--- src/rtl/core/ils_pkg.sv ---
// Shared types and constants for the indexed list store.
// Used by the front end, the job queue, the back end and the top level.
package ils_pkg;

  localparam int Capacity = 64;
  localparam int AddrW    = $clog2(Capacity);
  localparam int CntW     = 7;
  localparam int PosW     = 7;
  localparam int DataW    = 32;
  localparam int QDepth   = 2;
  localparam int QPtrW    = $clog2(QDepth);

  typedef enum logic [2:0] {
    CMD_READ   = 3'd0,
    CMD_WRITE  = 3'd1,
    CMD_APPEND = 3'd2,
    CMD_INSERT = 3'd3,
    CMD_REMOVE = 3'd4,
    CMD_POP    = 3'd5
  } cmd_e;

  typedef enum logic [1:0] {
    ST_OK    = 2'd0,
    ST_RANGE = 2'd1,
    ST_FULL  = 2'd2,
    ST_EMPTY = 2'd3
  } status_e;

  // Memory work the back end has to do for one transaction.
  typedef enum logic [2:0] {
    OP_NONE   = 3'd0,
    OP_READ   = 3'd1,
    OP_WRITE  = 3'd2,
    OP_APPEND = 3'd3,
    OP_INSERT = 3'd4,
    OP_REMOVE = 3'd5,
    OP_POP    = 3'd6
  } op_e;

  typedef struct packed {
    op_e               op;
    status_e           status;
    logic [AddrW-1:0]  pos;        // target entry (append and pop resolved here)
    logic [CntW-1:0]   cnt;        // entry count before the command
    logic [CntW-1:0]   cnt_after;  // entry count after the command
    logic [DataW-1:0]  value;
  } job_t;

endpackage

--- src/rtl/core/ils_ram.sv ---
// Generic single-write, single-read RAM with registered read data.
// Standalone; no package dependencies.
module ils_ram #(
  parameter int Width = 32,
  parameter int Depth = 64
) (
  input  logic                     clk_i,
  input  logic                     we_i,
  input  logic [$clog2(Depth)-1:0] waddr_i,
  input  logic [Width-1:0]         wdata_i,
  input  logic                     re_i,
  input  logic [$clog2(Depth)-1:0] raddr_i,
  output logic [Width-1:0]         rdata_o
);

  logic [Width-1:0] mem_q [Depth];
  logic [Width-1:0] rdata_q;

  always_ff @(posedge clk_i) begin
    if (we_i) begin
      mem_q[waddr_i] <= wdata_i;
    end
  end

  // Read data holds until the next read is issued.
  always_ff @(posedge clk_i) begin
    if (re_i) begin
      rdata_q <= mem_q[raddr_i];
    end
  end

  assign rdata_o = rdata_q;

endmodule

--- src/rtl/core/ils_front.sv ---
// Front end: accepts commands, tracks the entry count and classifies each command
// into a back-end job with its final status. Depends on ils_pkg.
module ils_front import ils_pkg::*; (
  input  logic            clk_i,
  input  logic            rst_ni,
  input  logic            in_valid_i,
  output logic            in_ready_o,
  input  logic [2:0]      cmd_i,
  input  logic [PosW-1:0] position_i,
  input  logic [31:0]     value_i,
  input  logic            q_full_i,
  output logic            q_push_o,
  output job_t            q_job_o
);

  logic [CntW-1:0] count_q, count_d;
  logic            accept;
  logic            pos_in_list;
  logic            list_full;
  job_t            job;

  assign pos_in_list = position_i < PosW'(count_q);
  assign list_full   = count_q >= CntW'(Capacity);

  always_comb begin
    job           = '0;
    job.op        = OP_NONE;
    job.status    = ST_OK;
    job.pos       = position_i[AddrW-1:0];
    job.cnt       = count_q;
    job.cnt_after = count_q;
    job.value     = value_i;
    case (cmd_e'(cmd_i))
      CMD_READ: begin
        if (pos_in_list) job.op = OP_READ;
        else             job.status = ST_RANGE;
      end
      CMD_WRITE: begin
        if (pos_in_list) job.op = OP_WRITE;
        else             job.status = ST_RANGE;
      end
      CMD_APPEND: begin
        if (list_full) begin
          job.status = ST_FULL;
        end else begin
          job.op        = OP_APPEND;
          job.pos       = count_q[AddrW-1:0];
          job.cnt_after = count_q + CntW'(1);
        end
      end
      CMD_INSERT: begin
        if (position_i > PosW'(count_q)) begin
          job.status = ST_RANGE;
        end else if (list_full) begin
          job.status = ST_FULL;
        end else begin
          job.op        = OP_INSERT;
          job.cnt_after = count_q + CntW'(1);
        end
      end
      CMD_REMOVE: begin
        if (pos_in_list) begin
          job.op        = OP_REMOVE;
          job.cnt_after = count_q - CntW'(1);
        end else begin
          job.status = ST_RANGE;
        end
      end
      CMD_POP: begin
        if (count_q == '0) begin
          job.status = ST_EMPTY;
        end else begin
          job.op        = OP_POP;
          job.cnt_after = count_q - CntW'(1);
          job.pos       = job.cnt_after[AddrW-1:0];
        end
      end
      default: ;
    endcase
  end

  assign in_ready_o = !q_full_i;
  assign accept     = in_valid_i && !q_full_i;
  assign q_push_o   = accept;
  assign q_job_o    = job;
  assign count_d    = accept ? job.cnt_after : count_q;

  always_ff @(posedge clk_i or negedge rst_ni) begin
    if (!rst_ni) begin
      count_q <= '0;
    end else begin
      count_q <= count_d;
    end
  end

endmodule

--- src/rtl/core/ils_queue.sv ---
// Short job queue between the front end and the back end.
// Depends on ils_pkg for the job type and the queue depth.
module ils_queue import ils_pkg::*; (
  input  logic clk_i,
  input  logic rst_ni,
  input  logic push_i,
  input  job_t job_i,
  output logic full_o,
  output logic valid_o,
  output job_t job_o,
  input  logic pop_i
);

  job_t             slot_q [QDepth];
  logic [QPtrW-1:0] wr_ptr_q, wr_ptr_d;
  logic [QPtrW-1:0] rd_ptr_q, rd_ptr_d;
  logic [QPtrW:0]   fill_q, fill_d;
  logic             do_push, do_pop;

  assign full_o  = fill_q == (QPtrW+1)'(QDepth);
  assign valid_o = fill_q != '0;
  assign job_o   = slot_q[rd_ptr_q];
  assign do_push = push_i && !full_o;
  assign do_pop  = pop_i && valid_o;

  always_comb begin
    wr_ptr_d = wr_ptr_q;
    rd_ptr_d = rd_ptr_q;
    fill_d   = fill_q;
    if (do_push) begin
      wr_ptr_d = (wr_ptr_q == QPtrW'(QDepth - 1)) ? '0 : wr_ptr_q + QPtrW'(1);
    end
    if (do_pop) begin
      rd_ptr_d = (rd_ptr_q == QPtrW'(QDepth - 1)) ? '0 : rd_ptr_q + QPtrW'(1);
    end
    if (do_push && !do_pop) fill_d = fill_q + (QPtrW+1)'(1);
    if (!do_push && do_pop) fill_d = fill_q - (QPtrW+1)'(1);
  end

  always_ff @(posedge clk_i or negedge rst_ni) begin
    if (!rst_ni) begin
      wr_ptr_q <= '0;
      rd_ptr_q <= '0;
      fill_q   <= '0;
    end else begin
      wr_ptr_q <= wr_ptr_d;
      rd_ptr_q <= rd_ptr_d;
      fill_q   <= fill_d;
    end
  end

  always_ff @(posedge clk_i) begin
    if (do_push) begin
      slot_q[wr_ptr_q] <= job_i;
    end
  end

endmodule

--- src/rtl/core/ils_back.sv ---
// Back end: executes queued jobs against the list memory, moving one entry per
// cycle for insert and remove, and holds the result register. Depends on ils_pkg, ils_ram.
module ils_back import ils_pkg::*; (
  input  logic             clk_i,
  input  logic             rst_ni,
  input  logic             q_valid_i,
  input  job_t             q_job_i,
  output logic             q_pop_o,
  output logic             out_valid_o,
  input  logic             out_ready_i,
  output logic [DataW-1:0] read_value_o,
  output logic [1:0]       status_o,
  output logic [CntW-1:0]  count_o
);

  typedef enum logic [3:0] {
    S_IDLE  = 4'b0001,
    S_SHIFT = 4'b0010,
    S_LAST  = 4'b0100,
    S_FIN   = 4'b1000
  } state_e;

  state_e           state_q, state_d;
  job_t             job_q, job_d;
  logic [AddrW-1:0] src_q, src_d;
  logic [DataW-1:0] rv_q, rv_d;

  logic             ram_we, ram_re;
  logic [AddrW-1:0] ram_waddr, ram_raddr;
  logic [DataW-1:0] ram_wdata, ram_rdata;

  logic             out_valid_q, out_valid_d;
  logic [DataW-1:0] out_value_q, out_value_d;
  status_e          out_status_q, out_status_d;
  logic [CntW-1:0]  out_cnt_q, out_cnt_d;
  logic             out_load;

  ils_ram #(
    .Width(DataW),
    .Depth(Capacity)
  ) u_ram (
    .clk_i  (clk_i),
    .we_i   (ram_we),
    .waddr_i(ram_waddr),
    .wdata_i(ram_wdata),
    .re_i   (ram_re),
    .raddr_i(ram_raddr),
    .rdata_o(ram_rdata)
  );

  assign out_load = (state_q == S_FIN) && (!out_valid_q || out_ready_i);

  always_comb begin
    state_d   = state_q;
    job_d     = job_q;
    src_d     = src_q;
    rv_d      = rv_q;
    q_pop_o   = 1'b0;
    ram_we    = 1'b0;
    ram_waddr = job_q.pos;
    ram_wdata = job_q.value;
    ram_re    = 1'b0;
    ram_raddr = job_q.pos;
    case (state_q)
      S_IDLE: begin
        if (q_valid_i) begin
          q_pop_o   = 1'b1;
          job_d     = q_job_i;
          ram_waddr = q_job_i.pos;
          ram_wdata = q_job_i.value;
          ram_raddr = q_job_i.pos;
          state_d   = S_FIN;
          case (q_job_i.op)
            OP_READ, OP_POP: ram_re = 1'b1;
            OP_WRITE, OP_APPEND: ram_we = 1'b1;
            OP_INSERT: begin
              if (q_job_i.cnt > CntW'(q_job_i.pos)) begin
                // Start at the top entry and move upward one slot at a time.
                ram_re    = 1'b1;
                ram_raddr = AddrW'(q_job_i.cnt - CntW'(1));
                src_d     = AddrW'(q_job_i.cnt - CntW'(1));
                state_d   = S_SHIFT;
              end else begin
                ram_we = 1'b1;
              end
            end
            OP_REMOVE: begin
              ram_re  = 1'b1;
              src_d   = q_job_i.pos;
              state_d = S_SHIFT;
            end
            default: ;
          endcase
        end
      end
      S_SHIFT: begin
        ram_wdata = ram_rdata;
        if (job_q.op == OP_INSERT) begin
          ram_we    = 1'b1;
          ram_waddr = src_q + AddrW'(1);
          if (src_q > job_q.pos) begin
            ram_re    = 1'b1;
            ram_raddr = src_q - AddrW'(1);
            src_d     = src_q - AddrW'(1);
          end else begin
            state_d = S_LAST;
          end
        end else begin
          // Capture the removed entry, then pull each higher entry down.
          if (src_q == job_q.pos) begin
            rv_d = ram_rdata;
          end else begin
            ram_we    = 1'b1;
            ram_waddr = src_q - AddrW'(1);
          end
          if (CntW'(src_q) + CntW'(1) < job_q.cnt) begin
            ram_re    = 1'b1;
            ram_raddr = src_q + AddrW'(1);
            src_d     = src_q + AddrW'(1);
          end else begin
            state_d = S_FIN;
          end
        end
      end
      S_LAST: begin
        ram_we  = 1'b1;
        state_d = S_FIN;
      end
      S_FIN: begin
        if (out_load) state_d = S_IDLE;
      end
      default: state_d = S_IDLE;
    endcase
  end

  always_comb begin
    out_valid_d  = out_valid_q;
    out_value_d  = out_value_q;
    out_status_d = out_status_q;
    out_cnt_d    = out_cnt_q;
    if (out_valid_q && out_ready_i) out_valid_d = 1'b0;
    if (out_load) begin
      out_valid_d  = 1'b1;
      out_status_d = job_q.status;
      out_cnt_d    = job_q.cnt_after;
      case (job_q.op)
        OP_READ, OP_POP: out_value_d = ram_rdata;
        OP_REMOVE:       out_value_d = rv_q;
        default:         out_value_d = '0;
      endcase
    end
  end

  always_ff @(posedge clk_i or negedge rst_ni) begin
    if (!rst_ni) begin
      state_q     <= S_IDLE;
      out_valid_q <= 1'b0;
    end else begin
      state_q     <= state_d;
      out_valid_q <= out_valid_d;
    end
  end

  always_ff @(posedge clk_i) begin
    job_q        <= job_d;
    src_q        <= src_d;
    rv_q         <= rv_d;
    out_value_q  <= out_value_d;
    out_status_q <= out_status_d;
    out_cnt_q    <= out_cnt_d;
  end

  assign out_valid_o  = out_valid_q;
  assign read_value_o = out_value_q;
  assign status_o     = out_status_q;
  assign count_o      = out_cnt_q;

endmodule

--- src/rtl/core/indexed_list_store_unit.sv ---
// Indexed list store: an ordered list of up to 64 signed 32-bit values with
// read, write, append, insert, remove and pop commands, one result per command.
// The front end takes a command in every cycle while its two-entry job queue has
// room; it resolves status and the new count at once. The back end works one job
// at a time through a single-write, registered-read list memory that moves one
// entry per cycle for insert and remove; an insert at the current count moves no
// entries. No clearing pass runs after reset; entries below the count are always
// written before they are read. Depends on ils_pkg.
module indexed_list_store_unit import ils_pkg::*; (
  input  logic             clk_i,
  input  logic             rst_ni,
  input  logic             in_valid_i,
  output logic             in_ready_o,
  input  logic [2:0]       cmd_i,
  input  logic [PosW-1:0]  position_i,
  input  logic [DataW-1:0] value_i,
  output logic             out_valid_o,
  input  logic             out_ready_i,
  output logic [DataW-1:0] read_value_o,
  output logic [1:0]       status_o,
  output logic [CntW-1:0]  count_o
);

  logic q_push, q_full, q_valid, q_pop;
  job_t front_job, back_job;

  ils_front u_front (
    .clk_i     (clk_i),
    .rst_ni    (rst_ni),
    .in_valid_i(in_valid_i),
    .in_ready_o(in_ready_o),
    .cmd_i     (cmd_i),
    .position_i(position_i),
    .value_i   (value_i),
    .q_full_i  (q_full),
    .q_push_o  (q_push),
    .q_job_o   (front_job)
  );

  ils_queue u_queue (
    .clk_i  (clk_i),
    .rst_ni (rst_ni),
    .push_i (q_push),
    .job_i  (front_job),
    .full_o (q_full),
    .valid_o(q_valid),
    .job_o  (back_job),
    .pop_i  (q_pop)
  );

  ils_back u_back (
    .clk_i       (clk_i),
    .rst_ni      (rst_ni),
    .q_valid_i   (q_valid),
    .q_job_i     (back_job),
    .q_pop_o     (q_pop),
    .out_valid_o (out_valid_o),
    .out_ready_i (out_ready_i),
    .read_value_o(read_value_o),
    .status_o    (status_o),
    .count_o     (count_o)
  );

  // An empty-list error can only report a zero count.
  a_empty_count: assert property (@(posedge clk_i) disable iff (!rst_ni)
    out_valid_o && status_o == ST_EMPTY |-> count_o == '0)
    else $error("empty status with nonzero count");

  // A full-list error can only report a count at capacity.
  a_full_count: assert property (@(posedge clk_i) disable iff (!rst_ni)
    out_valid_o && status_o == ST_FULL |-> count_o == CntW'(Capacity))
    else $error("full status below capacity");

  // Failed commands return no data.
  a_err_zero: assert property (@(posedge clk_i) disable iff (!rst_ni)
    out_valid_o && status_o != ST_OK |-> read_value_o == '0)
    else $error("error result carries data");

  // The count never passes capacity.
  a_cnt_cap: assert property (@(posedge clk_i) disable iff (!rst_ni)
    out_valid_o |-> count_o <= CntW'(Capacity))
    else $error("count above capacity");

endmodule

--- config.mk ---
export PLATFORM = sky130hd
export DESIGN_NAME = indexed_list_store_unit
export DESIGN_NICKNAME = d
export VERILOG_FILES = /design/src/rtl/core/ils_pkg.sv /design/src/rtl/core/ils_ram.sv /design/src/rtl/core/ils_front.sv /design/src/rtl/core/ils_queue.sv /design/src/rtl/core/ils_back.sv /design/src/rtl/core/indexed_list_store_unit.sv
export SDC_FILE = /design/constraint.sdc
export NUM_CORES = 2
export LEC_CHECK = 0
export ABC_CLOCK_PERIOD_IN_PS = 7950
export BUFFER_PORTS_ARGS = -buffer_cell sky130_fd_sc_hd__buf_2
export CAP_MARGIN = 20
export CORE_MARGIN = 4
export CORE_UTILIZATION = 31
export DETAILED_ROUTE_END_ITERATION = 16
export PLACE_DENSITY = 0.48
export SYNTH_ARGS = -nofsm -noshare
export SYNTH_HDL_FRONTEND = slang
export SYNTH_SLANG_ARGS = --single-unit
export TNS_END_PERCENT = 100
--- constraint.sdc ---
create_clock -name clk_i -period 7.95 [get_ports clk_i]
set_input_delay 0.795 -clock clk_i [delete_from_list [all_inputs] [get_ports clk_i]]
set_output_delay 0.795 -clock clk_i [all_outputs]
set_load 0.01 [all_outputs]
==> flow_summary.toml <==
[timing]
setup_viol = 0
maxSlewViolCount = 0
post-route-period-util = 0.759
grt_setup_unrepaired = "false"
period_needed_ns = 6.03
hold_viol = 0
fmax_ghz = 0.166
tightest_slew_ns = 1.22
fin_setup_tns_ns = 0
timing.slew.headroom = 0.187
final.setup_skew_ns = 0.0586

[synthesis]
synth-seq-cells = 2346
synth_flop_cell = "edfxtp_1"
synth_area_um2 = 90300
synth_seq_area_share = 0.779
yosysUniqueCellTypes = 68
synthesis.nets = 4323
synthCells = 4244
async_reset_ff_frac = 0.00682
synth_area_leaders = "edfxtp_1 77%, mux4_2 13%, a22oi_1 2.1%"
yosysWarningCount = 0
synth_top_area_frac = 0.775
synth_edf_count = 2330
avgSynthCellArea_um2 = 21.3
yosys.area.top_type = "edfxtp_1"

[cells_and_area]
area_growth_pct = 16.0
drive_gt1_frac = 0.274
stdcell_area_um2 = 105000
layout.nets = 4631
nFillCells = 26600

[setup_path]
cp_cell_sequence = "ha_1, nand3_1, xor2_1, inv_1, ha_1, a21oi_1, o21ai_0, a21oi_1, o221ai_1, a221oi_4, buf_12, buf_12, mux4_2, a22oi_1, a21oi_1, or4_1"
cp-startpoint = "u_back.src_q[1]$_DFFE_PP_"
critPathCapture = "u_back.u_ram.rdata_o[6]$_DFFE_PP_"
crit_required_ns = 8.56
worstSetupStartpointType = "flip-flop"
cp_max_fo = 46
arrival_ns = 6.64
r2r_start = "u_back.src_q[1]$_DFFE_PP_"
crit_top_cell = "a21oi_1"
crit_slowest_cell = "mux4_2"
cp_slowest_stage_delay_ns = 0.57
crit_type = "flip-flop to flip-flop"
endpoint_kind = "flip-flop"
timing.reg2reg.setup_slack_ns = 1.92
rr_endpoint = "u_back.u_ram.rdata_o[6]$_DFFE_PP_"
reg2reg_depth = 16

[routing]
routed_wl_um = 269000
num_vias = 45500
ant_nets = 0
avgRoutedWirePerCell_um = 31.1
drc_errors = 0
dr.pass1.iters = 5
drt_iter0_drc = 5339
via_per_inst = 5.27

[placement]
place_area_um2 = 97300
portBuffers = 88
hpwlAfterDp_um = 157000
place_congestion = 0.826

[clocking]
holdBufCountCts = 1
cts_tree = "yes"
cts_sinks = 2346
clkTransAtPathRegs_ns = 0.06
cts_root_buf = "clkbuf_16"
cts_setup_buffers = 0
ctsResizeCount = 0
clk_latency_ns = 0.89
cts_buffer_depth = 3
htreeDepth = 4
cts_made_buffers = 240

[grt]
grt_pass1_wl_um = 374000
antenna_found_initial = 23
grt_pass1_vias = 45900
grt_overflow = 0
track_usage = 0.176
grt_max_degree = 105

[floorplan]
io_pins = 89
row_count = 197
die_h_um = 548
core_area_um2 = 289000
die_x_um = 548
start_util = 0.312
die-area_um2 = 300000

[outcome]
status = "complete, no violations"

[job]
drv_cap = 0

[worst_hold_path]
min_path_type = "primary input to flip-flop"
-- state kept, by name (all words and copies together) (netlist names), 4 cells and up --
signal,flops
u_back.count_o,7
u_back.job_q,57
u_back.read_value_o,32
u_back.rv_q,32
u_back.src_q,6
u_back.state_q,4
u_back.u_ram.mem_q,2048
u_back.u_ram.rdata_o,32
u_front.count_q,7
u_queue.slot_q,114
-- kinds of logic after synthesis --
group,synth area share
flip-flops,0.779
adder cells (fa/ha/maj),0.00457
multiplexers,0.137
AND/OR/NAND/NOR,0.0227
buffers and inverters,0.0133
XOR/XNOR,0.00175
AO/OA/AOI/OAI,0.0419
-- synth_stat cells, types with 3 or more instances --
| cell | instances |
|---|---|
| nand4_1 | 4 |
| nand2b_1 | 11 |
| nand2_1 | 161 |
| buf_1 | 21 |
| xor2_1 | 6 |
| mux2_2 | 56 |
| o211ai_1 | 7 |
| a221oi_1 | 3 |
| edfxtp_1 | 2330 |
| nand3b_1 | 3 |
| clkbuf_1 | 143 |
| mux4_2 | 512 |
| nor3_1 | 15 |
| o221ai_1 | 6 |
| nor2b_1 | 18 |
| buf_2 | 39 |
| nor2_1 | 111 |
| nand3_1 | 53 |
| nor3b_1 | 4 |
| o32ai_1 | 5 |
| a21o_1 | 5 |
| inv_1 | 42 |
| ha_1 | 33 |
| o22ai_1 | 6 |
| o21ai_1 | 3 |
| and2_1 | 7 |
| or3_1 | 3 |
| o31ai_1 | 3 |
| a21oi_1 | 164 |
| a22o_1 | 37 |
| a22oi_1 | 257 |
| xnor2_1 | 12 |
| or4_1 | 32 |
| buf_6 | 16 |
| o21ai_0 | 28 |
| mux2i_1 | 18 |
| a31oi_1 | 4 |
| dfrtp_1 | 15 |
| buf_4 | 7 |
| a211oi_1 | 4 |
| a221o_1 | 8 |
-- through the flow --
stage | utilization | setup WS [ns] | hold WS [ns] | cells
floorplan | - | 2.05 | 0.400 | 4244
global placement | 0.336 | 1.74 | 0.402 | 8184
detailed placement | 0.337 | 1.99 | 0.405 | 8187
CTS | 0.362 | 1.97 | 0.0273 | 8637
global route | 0.362 | 1.62 | 0.0439 | 8642
finish | 0.362 | 1.92 | 0.0979 | 8648
-- layout by cell type, fill, tap and decap left out, types with 9 or more instances in the layout --
| cell type | netlist | layout |
|---|---|---|
| a21oi_1 | 164 | 162 |
| a22o_1 | 37 | 37 |
| a22oi_1 | 257 | 257 |
| buf_12 | 0 | 37 |
| buf_2 | 39 | 88 |
| buf_4 | 7 | 166 |
| clkbuf_1 | 143 | 53 |
| clkbuf_16 | 0 | 244 |
| clkinv_1 | 1 | 77 |
| clkinv_2 | 0 | 44 |
| clkinvlp_4 | 0 | 9 |
| dfrtp_1 | 15 | 14 |
| diode_2 | 0 | 9 |
| edfxtp_1 | 2330 | 2330 |
| ha_1 | 33 | 33 |
| inv_1 | 42 | 41 |
| mux2_2 | 56 | 56 |
| mux2i_1 | 18 | 18 |
| mux4_2 | 512 | 512 |
| nand2_1 | 161 | 161 |
| nand2b_1 | 11 | 11 |
| nand3_1 | 53 | 20 |
| nand3_2 | 0 | 33 |
| nor2_1 | 111 | 40 |
| nor2_4 | 0 | 71 |
| nor2b_1 | 18 | 17 |
| nor3_1 | 15 | 15 |
| o21ai_0 | 28 | 28 |
| or4_1 | 32 | 32 |
| xnor2_1 | 12 | 12 |
-- area by class of cell --
| type | instances | area (um^2) | share of cell area |
|---|---|---|---|
| sequential | 2346 | 70400 | 0.672 |
| multi-input combinational | 1629 | 19500 | 0.186 |
| clock buffer | 298 | 6320 | 0.0603 |
| tap | 3880 | 4850 | 0.0463 |
| timing repair buffer | 292 | 2440 | 0.0233 |
| clock inverter | 151 | 1070 | 0.0102 |
| inverter | 43 | 164 | 0.00156 |
| antenna | 9 | 22.5 | 0.000215 |
-- routing by layer --
metal  track usage  up-vias  wire (um)  share of wire
li1              -    18500          -              -
met1         0.250    25100     118000           0.44
met2         0.284     1598     129000           0.48
met3        0.0272      323      16500          0.061
met4        0.0422        2       5630          0.021
met5             0        -         13       0.000048
-- worst min-delay path by stage --
stage	to	slack [ns]	cells after the start	from
2_1_floorplan	u_back.count_o[0]$_DFFE_PP_	0.40	0	u_back.job_q[32]$_DFFE_PP_
3_5_place_dp	u_back.status_o[1]$_DFFE_PP_	0.40	0	u_back.job_q[53]$_DFFE_PP_
3_3_place_gp	u_back.count_o[0]$_DFFE_PP_	0.40	0	u_back.job_q[32]$_DFFE_PP_
6_report	u_queue.slot_q[0][4]$_DFFE_PP_	0.1	1	value_i[4]
5_1_grt	u_queue.slot_q[1][5]$_DFFE_PP_	0.04	1	value_i[5]
4_1_cts	u_queue.slot_q[0][4]$_DFFE_PP_	0.03	1	value_i[4]
-- critical path, delay by kind of cell, from the launching register on --
| kind | cells | cell delay (ns) |
|---|---|---|
| buffers and inverters | 3 | 0.83 |
| DFF | 1 | 0.50 |
| adders and majority gates | 2 | 0.53 |
| xor gates and xnor gates | 1 | 0.31 |
| AOI/OAI and AO/OA | 7 | 2.30 |
| and+or+nand+nor | 2 | 0.66 |
| muxes | 1 | 0.57 |
Power is not shown: default switching activity piles up to over one toggle a cycle in this logic, so the estimate is an artifact.
